File: src/design/lgge_pkg.sv
// Shared types, codes and defaults for the life grid generation engine.
`timescale 1ns / 1ps

package lgge_pkg;

   // Default grid geometry
   localparam int GRID_ROWS_DEF = 32;
   localparam int GRID_COLS_DEF = 128;

   // Fixed field and register widths
   localparam int KIND_W     = 2;
   localparam int ROW_W      = 5;
   localparam int COL_W      = 7;
   localparam int ROWS_REG_W = 6;
   localparam int COLS_REG_W = 8;
   localparam int CSR_ADDR_W = 3;
   localparam int CSR_DATA_W = 32;
   localparam int COUNT_W    = 4;

   // Request kinds
   localparam logic [KIND_W-1:0] KIND_WRITE   = 2'd0;
   localparam logic [KIND_W-1:0] KIND_ADVANCE = 2'd1;
   localparam logic [KIND_W-1:0] KIND_READ    = 2'd2;

   // Register indexes (paddr bit 2 selects the register)
   localparam logic REG_ACTIVE_ROWS = 1'b0;
   localparam logic REG_ACTIVE_COLS = 1'b1;

   // Register reset values
   localparam logic [ROWS_REG_W-1:0] ACTIVE_ROWS_RST = 6'd32;
   localparam logic [COLS_REG_W-1:0] ACTIVE_COLS_RST = 8'd128;

   // B3/S23 rule counts
   localparam logic [COUNT_W-1:0] BIRTH_COUNT  = 4'd3;
   localparam logic [COUNT_W-1:0] SURVIVE_LOW  = 4'd2;
   localparam logic [COUNT_W-1:0] SURVIVE_HIGH = 4'd3;

   typedef struct packed {
      logic [KIND_W-1:0] kind;
      logic [ROW_W-1:0]  row;
      logic [COL_W-1:0]  col;
      logic              cell_in;
   } lgge_req_type;

   typedef struct packed {
      logic cell_out;
      logic stable;
      logic out_of_range;
   } lgge_rsp_type;

   typedef enum logic {
      ST_IDLE,
      ST_RUN
   } lgge_state_type;

   typedef struct packed {
      logic accept;
      logic shift;
      logic last_step;
   } lgge_ctrl_type;

endpackage

File: src/design/lgge_rule_row.sv
// B3/S23 update of one full row from the rows above, at and below it.
`timescale 1ns / 1ps

module lgge_rule_row
   import lgge_pkg::*;
#(
   parameter int GRID_COLS = GRID_COLS_DEF
) (
   input  logic [GRID_COLS-1:0] up_row,
   input  logic [GRID_COLS-1:0] mid_row,
   input  logic [GRID_COLS-1:0] dn_row,
   input  logic [GRID_COLS-1:0] col_mask,
   output logic [GRID_COLS-1:0] new_row,
   output logic                 changed
);

   logic [GRID_COLS+1:0] up_p;
   logic [GRID_COLS+1:0] mid_p;
   logic [GRID_COLS+1:0] dn_p;

   // Pad with dead cells at both edges; inactive columns count as dead
   assign up_p  = {1'b0, up_row  & col_mask, 1'b0};
   assign mid_p = {1'b0, mid_row & col_mask, 1'b0};
   assign dn_p  = {1'b0, dn_row  & col_mask, 1'b0};

   // One neighbor counter per column
   for (genvar c = 0; c < GRID_COLS; c++) begin : g_col
      logic [COUNT_W-1:0] cnt;
      logic               alive;
      logic               next_bit;

      always_comb begin
         cnt = COUNT_W'(up_p[c])  + COUNT_W'(up_p[c+1]) + COUNT_W'(up_p[c+2])
             + COUNT_W'(mid_p[c])                        + COUNT_W'(mid_p[c+2])
             + COUNT_W'(dn_p[c])  + COUNT_W'(dn_p[c+1]) + COUNT_W'(dn_p[c+2]);
         alive = mid_row[c];
         if (alive) begin
            next_bit = (cnt == SURVIVE_LOW) || (cnt == SURVIVE_HIGH);
         end else begin
            next_bit = (cnt == BIRTH_COUNT);
         end
      end

      // Columns outside the active area keep their value
      assign new_row[c] = col_mask[c] ? next_bit : mid_row[c];
   end

   assign changed = |((new_row ^ mid_row) & col_mask);

endmodule

File: config.mk
export PLATFORM = sky130hd
export DESIGN_NAME = lgge_rule_row
export DESIGN_NICKNAME = d
export VERILOG_FILES = /design/src/design/lgge_pkg.sv /design/src/design/lgge_rule_row.sv
export SDC_FILE = /design/constraint.sdc
export NUM_CORES = 2
export LEC_CHECK = 0
export BUFFER_PORTS_ARGS = -buffer_cell sky130_fd_sc_hd__buf_4
export CAP_MARGIN = 5
export CORE_ASPECT_RATIO = 1.1
export CORE_UTILIZATION = 35
export DETAILED_ROUTE_END_ITERATION = 8
export MAX_ROUTING_LAYER = met4
export PLACE_DENSITY_LB_ADDON = 0.08
export SYNTH_ARGS = -nofsm -noshare
export SYNTH_HDL_FRONTEND = slang
export SYNTH_SLANG_ARGS = --single-unit
File: constraint.sdc
create_clock -name vclk -period 10.2
set_clock_uncertainty 0.2 [all_clocks]
set_input_delay 1.53 -clock vclk [all_inputs]
set_output_delay 1.53 -clock vclk [all_outputs]
set_load 0.01 [all_outputs]
==> impl_metrics.csv <==
group,metric,value,unit
run_status,outcome,"finished, final reports clean",
layout,seq_cells,0,
critical_path,cp-start-kind,"primary input",
synthesis,netlist_area,24100,um2
sta,fmax,110,MHz
critical_path,slowest_delay,0.63,ns
layout,ff_latch_area,0,um2
sta,fin_crit_sh,89.5,%
critical_path,cp_slowest_cell,"or4_1",
synthesis,synth_fp_nets,3785,
placed_design,port_buffers,641,
critical_path,critPathRequiredTime,8.47,ns
global_route,grt_pass1_vias,22523,
floorplanning,rows,100,
critical_path,path_cells,"buf_4, and2_1, fa_1, fa_1, fa_1, ha_1, fa_1, and4b_1, a21oi_1, mux2_4, a211oi_2, nand4_1, or4_1, or4_1, or4_1, buf_4",
sta,holdWs,3.15,ns
floorplanning,die_h,277,um
sta,drv_slew,0,
global_route,grt_usage,25.8,%
layout,final_nets,4434,
synthesis,synth_seq_area_share,0,%
synthesis,syn_inst,2385,
routing,via_per_inst,5.25,
synthesis,synth_top_area_share,42.3,%
synthesis,synth_top_cell_by_area,"fa_1",
sta,tightest_slew,1.18,ns
flow_run,max-cap-violations,0,
floorplanning,core,67800,um2
placed_design,dp_hpwl,83500,um
sta,relSlewSlack,19.1,%
sta,finalCriticalPeriod,9.13,ns
critical_path,worst_path_most_repeated_cell,"fa_1",
floorplanning,dieArea,69800,um2
critical_path,cp_data_arrival_time,7.40,ns
critical_path,end_kind,"output pin",
synthesis,yosysWarnings,0,
layout,n_clock_buffer,0,
routing,wl_per_cell,22.2,um
global_route,grt_max_degree,7,
synthesis,avgSynthCellArea,10.1,um2
routing,drt_iter0_markers,869,
cts,cts_resized,0,
placed_design,gp_congestion,0.922,
layout,final.fill_count,6649,
layout,syn2layout_area_growth,25.3,%
placed_design,dp_cells,3950,
sta,finalHoldViolCount,0,
sta,grt_setup_unrepaired,"false",
global_route,antenna_found_initial,30,
critical_path,worst-path-max-fanout,6,
global_route,grt_pass1_wl,133000,um
floorplanning,die_w,252,um
floorplanning,io-pin-count,641,
routing,detail-route-antenna-nets,0,
global_route,overflow,0,
routing,drc_errors,0,
critical_path,critPathKind,"in2out",
cts,cts_hold_buf,0,
worst_hold_path,hp-class,"in2out",
layout,drive_gt1_share,22.9,%
routing,num_vias,20884,
sta,fin_tns_setup,0,ns
layout,layout.cells.non_filler,3976,
floorplanning,start_util,35.5,%
sta,finalSetupViolCount,0,
routing,detail_route.wirelength,88100,um
synthesis,synthTopCellsByArea,"fa_1, ha_1, and2_1",
routing,firstDrtPassIters,5,
synthesis,synth_cell_types,46,
cts,post_cts_buffers,0,
[final timing paths]
path                    startpoint          end  cells after the start
worst min-delay path  col_mask[53]  new_row[53]                      3
worst max-delay path  col_mask[73]      changed                     16
[cell usage in the layout, fill, tap and decap left out, drive strengths merged, types with 13 or more instances in the layout]
master    n
nand2    59
mux2     65
buf     647
fa      508
ha      380
a21oi   384
and3b    77
and4b    13
nand3    30
mux2i    40
nor2     96
inv      26
nor2b    31
diode    26
o21ai   119
nand3b   15
and3     80
and2    377
[worst max-delay path: cells and delay by family]
kind / cells / cell delay (ns)
adder cells (fa/ha/maj): 5 / 2.15
AO/OA/AOI/OAI: 2 / 0.79
buffers and inverters: 2 / 0.31
AND/OR/NAND/NOR: 6 / 2.24
multiplexers: 1 / 0.38
[layout make-up]
type | instances | area, um2 | area share, %
multi-input combinational | 2358 | 24000 | 79.5
timing repair buffer | 647 | 4860 | 16.1
tap | 918 | 1150 | 3.81
inverter | 27 | 101 | 0.336
antenna | 26 | 65.1 | 0.216
[cells in the mapped netlist (6+ instances only)]
library cell  instances
fa_1                508
a21oi_1             384
ha_1                380
and2_1              377
o21ai_1             105
nor2_1               96
and3_1               80
and3b_1              77
nand2_1              59
mux2_2               41
mux2i_1              40
nor2b_1              31
nand3_1              30
inv_1                26
mux2_1               21
nand3b_1             15
o21ai_0              14
and4b_1              13
nor3b_1              12
nand4_1              10
a2111oi_0             7
nand2b_1              6
[layer usage]
layer / up-vias / wire (um) / track usage [%]
li1: 9915 / - / -
met1: 10323 / 33800 / 29.0
met2: 552 / 45700 / 45.9
met3: 94 / 5590 / 5.09
met4: 0 / 3060 / 7.82
met5: - / 0 / -
[metrics by stage]
step / util [%] / setup WS (ns) / cell area [um2]
detailed placement: 44.4 / 1.03 / 30100
floorplan: - / 2.23 / 24100
finish: 44.5 / 1.07 / 30100
global placement: 44.4 / 1.07 / 30100
global route: 44.5 / 0.785 / 30100
CTS: 44.4 / 1.02 / 30100
[kinds of logic after synthesis]
kind of cell / Yosys count / share of synthesized area (%)
mux: 105 / 4.75
simple gates: 824 / 20.9
fa+ha+maj: 888 / 62.0
compound gates: 541 / 11.9
buf+inv: 27 / 0.421
