File: config.mk
export PLATFORM = sky130hd
export DESIGN_NAME = lgge_ctrl
export DESIGN_NICKNAME = d
export VERILOG_FILES = /design/src/design/lgge_pkg.sv /design/src/design/lgge_ctrl.sv
export SDC_FILE = /design/constraint.sdc
export NUM_CORES = 1
export LEC_CHECK = 0
export ABC_AREA = 1
export BUFFER_PORTS_ARGS = -buffer_cell sky130_fd_sc_hd__buf_4
export CAP_MARGIN = 20
export CORE_AREA = 2 2 39 41
export CTS_CLUSTER_DIAMETER = 30
export DETAILED_ROUTE_END_ITERATION = 16
export DIE_AREA = 0 0 41 43
export SYNTH_ARGS = -nofsm -noshare
export SYNTH_HDL_FRONTEND = slang
export SYNTH_SLANG_ARGS = --single-unit
File: constraint.sdc
create_clock -name clock -period 1.2 [get_ports clock]
set_input_delay 0.24 -clock clock [delete_from_list [all_inputs] [get_ports clock]]
set_output_delay 0.24 -clock clock [all_outputs]
set_load 0.03 [all_outputs]
File: src/design/lgge_pkg.sv
// Shared types, codes and defaults for the life grid generation engine.
`timescale 1ns / 1ps

package lgge_pkg;

   // Default grid geometry
   localparam int GRID_ROWS_DEF = 32;
   localparam int GRID_COLS_DEF = 128;

   // Fixed field and register widths
   localparam int KIND_W     = 2;
   localparam int ROW_W      = 5;
   localparam int COL_W      = 7;
   localparam int ROWS_REG_W = 6;
   localparam int COLS_REG_W = 8;
   localparam int CSR_ADDR_W = 3;
   localparam int CSR_DATA_W = 32;
   localparam int COUNT_W    = 4;

   // Request kinds
   localparam logic [KIND_W-1:0] KIND_WRITE   = 2'd0;
   localparam logic [KIND_W-1:0] KIND_ADVANCE = 2'd1;
   localparam logic [KIND_W-1:0] KIND_READ    = 2'd2;

   // Register indexes (paddr bit 2 selects the register)
   localparam logic REG_ACTIVE_ROWS = 1'b0;
   localparam logic REG_ACTIVE_COLS = 1'b1;

   // Register reset values
   localparam logic [ROWS_REG_W-1:0] ACTIVE_ROWS_RST = 6'd32;
   localparam logic [COLS_REG_W-1:0] ACTIVE_COLS_RST = 8'd128;

   // B3/S23 rule counts
   localparam logic [COUNT_W-1:0] BIRTH_COUNT  = 4'd3;
   localparam logic [COUNT_W-1:0] SURVIVE_LOW  = 4'd2;
   localparam logic [COUNT_W-1:0] SURVIVE_HIGH = 4'd3;

   typedef struct packed {
      logic [KIND_W-1:0] kind;
      logic [ROW_W-1:0]  row;
      logic [COL_W-1:0]  col;
      logic              cell_in;
   } lgge_req_type;

   typedef struct packed {
      logic cell_out;
      logic stable;
      logic out_of_range;
   } lgge_rsp_type;

   typedef enum logic {
      ST_IDLE,
      ST_RUN
   } lgge_state_type;

   typedef struct packed {
      logic accept;
      logic shift;
      logic last_step;
   } lgge_ctrl_type;

endpackage

File: src/design/lgge_ctrl.sv
// Sequencer: runs one full rotation of the row chain per request.
`timescale 1ns / 1ps

module lgge_ctrl
   import lgge_pkg::*;
#(
   parameter  int GRID_ROWS = GRID_ROWS_DEF,
   localparam int STEP_W    = $clog2(GRID_ROWS)
) (
   input  logic              clock,
   input  logic              reset,
   input  logic              start,
   output logic              busy,
   output lgge_ctrl_type     ctrl,
   output logic [STEP_W-1:0] step
);

   localparam logic [STEP_W-1:0] LAST_STEP = STEP_W'(GRID_ROWS - 1);

   lgge_state_type    state_ff;
   lgge_state_type    state_in;
   logic [STEP_W-1:0] step_ff;
   logic [STEP_W-1:0] step_in;

   // Next state
   always_comb begin
      state_in = state_ff;
      case (state_ff)
         ST_IDLE: begin
            if (start) begin
               state_in = ST_RUN;
            end
         end
         ST_RUN: begin
            if (step_ff == LAST_STEP) begin
               state_in = ST_IDLE;
            end
         end
         default: begin
            state_in = ST_IDLE;
         end
      endcase
   end

   // Outputs
   always_comb begin
      ctrl = '0;
      busy = 1'b0;
      case (state_ff)
         ST_IDLE: begin
            ctrl.accept = start;
         end
         ST_RUN: begin
            busy           = 1'b1;
            ctrl.shift     = 1'b1;
            ctrl.last_step = (step_ff == LAST_STEP);
         end
         default: begin
            ctrl = '0;
         end
      endcase
   end

   // Row step counter: which row sits at the head of the chain
   always_comb begin
      step_in = step_ff;
      if (ctrl.accept) begin
         step_in = '0;
      end else if (ctrl.shift && !ctrl.last_step) begin
         step_in = step_ff + STEP_W'(1);
      end
   end

   always_ff @(posedge clock) begin
      if (reset) begin
         state_ff <= ST_IDLE;
         step_ff  <= '0;
      end else begin
         state_ff <= state_in;
         step_ff  <= step_in;
      end
   end

   assign step = step_ff;

endmodule

==> run metrics <==
CTS tree=done; Skew-Pair Late Insertion Delay=between 0.2 and 0.3 ns; core area=between 1000 and 1500 µm²; Final Cell Area=between 500 and 600 µm²; CTS Buf Count=3; CP Max Fanout=2; CTS clk-pin slew, worst paths=about 0.05 ns; dpl cells=74; worst-margin pin slew=about 0.17 ns; violated checks=negative setup slack; number of iterations in the first detailed-routing pass=2; largest net degree at the start of global routing=7; CP startpoint kind=register; Cell Pwr Density=just over 900 nW/µm²; post-layout minimum cycle time=between 1 and 1.5 ns; Psw=around 0.16 mW; highest routing layer actually used=met4; Max Root-Sink Buffers=2; worst-case reg-to-reg path depth=11; DPL Wire Length=525 µm; hold path cells=2; Max-Slew Margin vs Limit=around nine tenths; Critical Path Max Stage Delay=approximately 0.35 ns; layout cells sized above 1=74.6%; area leader, netlist=dfxtp_1; TNS Setup=-1.14 ns; row cnt=14; first-pass GRT wire length=between 1 and 1.5 mm; Final Max Slew Viols=0; part of the power in registers=39.9%; Placer Congestion=approximately 0.66; antenna fix cells=0; clock root buffer=clkbuf_4; DRT Wirelength=790 µm; PnR worst setup slack=-0.271 ns; Buf+Inv Stages, Crit Path=3; worst IR drop on VDD=roughly 400 µV; Data required, critical path=0.96 ns; Num Clock Sinks=6; Reg-to-Reg Start=step[1]; dpl cell area=about 500 µm²; post-synthesis cell type count=15; Yosys reg bits=6; Hold WS=~0.14 ns; most common cell after layout, fill and taps aside=buf_4; maxcap violations=0; nets=69; die extent in x=between 40 and 50 µm; Synth top area share=between 30% and 40%; post-route ant nets=0; Data arrival, critical path=about 1.2 ns; RSZ-0062 raised after global routing=yes; capturing point of the worst reg2reg path=step[3]; Seq/Total Area, Yosys=a little under two fifths; WL/cell=approximately 10 µm; clk_skew=0.00393 ns; status=complete, but fails checks; area growth from synthesis to layout=84.9%; GRT overflow=0; Final Non-Filler Cells=between 70 and 80; met3 wire len=between 15 and 20 µm; via count=around 320; port bufs=11; GRT Total Usage=~12%; met1 wire length=about 340 µm; number of remaining DRC errors=0; Clock power frac=between 30% and 40%; Setup-failing EPs final=7; die area=~1800 µm²; fmax=between 600 and 700 MHz; hold_sp=reset; R2R Setup Slk=-0.18 ns; io pins=12; Pleak=~0.25 nW; metal2 WL=roughly 420 µm; top cells by area, synth=dfxtp_1 38%, nand2_1 12%, ha_1 7.9%; syn_nets=48; starting density of the core=roughly 23%; Post-Syn Area=around 320 µm²; Hold Path End=state_ff; Mean Syn Cell Area=7.33 µm²; critical path's top delay family=flip-flops; vias per cell=approximately 4.1; Pint=between 0.3 and 0.4 mW; combinational share of power=approximately 21%; Ys Warns=0; Setup crit end kind=output pin; cells after synthesis=43; most frequent cells in the layout=15 x buf_4, 7 x nand2_1, 4 x inv_2; ordered cell list for the critical path=ha_4 > inv_2 > nor2_4 > ha_4 > nand2_2 > inv_2 > buf_6; H-tree lvl count=1; number of global-route vias before repair=321; final hold violations=0; Tcrit/Tclk final=123%; DRT iter0 DRCs=1; Slowest-stage cell, CP=dfxtp_4; crit path kind=reg -> out; initial antenna violation count=0; hold crit path type=in -> reg; Sw Share=around 30%; Die Span Y=between 40 and 50 µm
[power groups by stage]
stage / sequential, mW / combinational (mW) / clock (mW)
finish: 0.213 / 0.109 / 0.212
global route: 0.215 / 0.117 / 0.233
global placement: 0.216 / 0.0953 / 0
floorplan: 0.228 / 0.0504 / 0
detailed placement: 0.216 / 0.0959 / 0
CTS: 0.213 / 0.109 / 0.227
[cells by family after synthesis]
family / Yosys count / share of synthesized area [%]
and+or+nand+nor: 22 / 34.5
buffers and inverters: 9 / 12.3
DFF: 6 / 38.1
AOI/OAI and AO/OA: 4 / 7.14
adders and majority gates: 2 / 7.94
[synth_stat cells (all sizes together)]
cell type	number
nand2	12
inv	7
nor2	7
dfxtp	6
a21oi	3
ha	2
nand3	2
buf	1
clkinv	1
nor3b	1
o21bai	1
[through the flow]
step           setup WS (ns)  util, %  total power [mW]
2_1_floorplan         -0.100        -             0.279
3_3_place_gp         -0.0981     35.4             0.311
3_5_place_dp         -0.0966     35.4             0.312
4_1_cts               -0.332     39.8             0.549
5_1_grt               -0.330     42.1             0.565
6_report              -0.271     42.1             0.534
[worst max path at each step]
| stage | slack (ns) | endpoint | startpoint | cells after the start |
|---|---|---|---|---|
| floorplan | -0.10 | step[3] | step[0] | 10 |
| global placement | -0.1 | ctrl[0] | step[1] | 7 |
| detailed placement | -0.1 | ctrl[0] | step[1] | 7 |
| CTS | -0.33 | ctrl[0] | step[1] | 7 |
| global route | -0.33 | ctrl[0] | step[1] | 7 |
| finish | -0.27 | ctrl[0] | step[1] | 7 |
[state kept, by name (all words and copies together), names as in the netlist]
name	cells
state_ff	1
step	5
[cell type report]
type,instances,area [µm²]
well taps,16,20.0
multi-input cells,28,230
flip-flops and latches,6,134
inverters,8,37.5
repair buffers,17,135
clock buffers,4,26.3
fillers,144,801
[layer usage]
metal / vias to the layer above / GRT usage [%]
met2: 5 / 16.3
met5: - / 0
met3: 2 / 3.14
met1: 147 / 13.5
li1: 170 / -
met4: 0 / 10.0
[timing repair]
action	in CTS	in global routing
buffers inserted	0	1
hold buffers	0	0
endpoints found under the setup margin	10	8
pin swaps	5	0
resized for setup	11	5
Power figures use the tool's default switching activity.
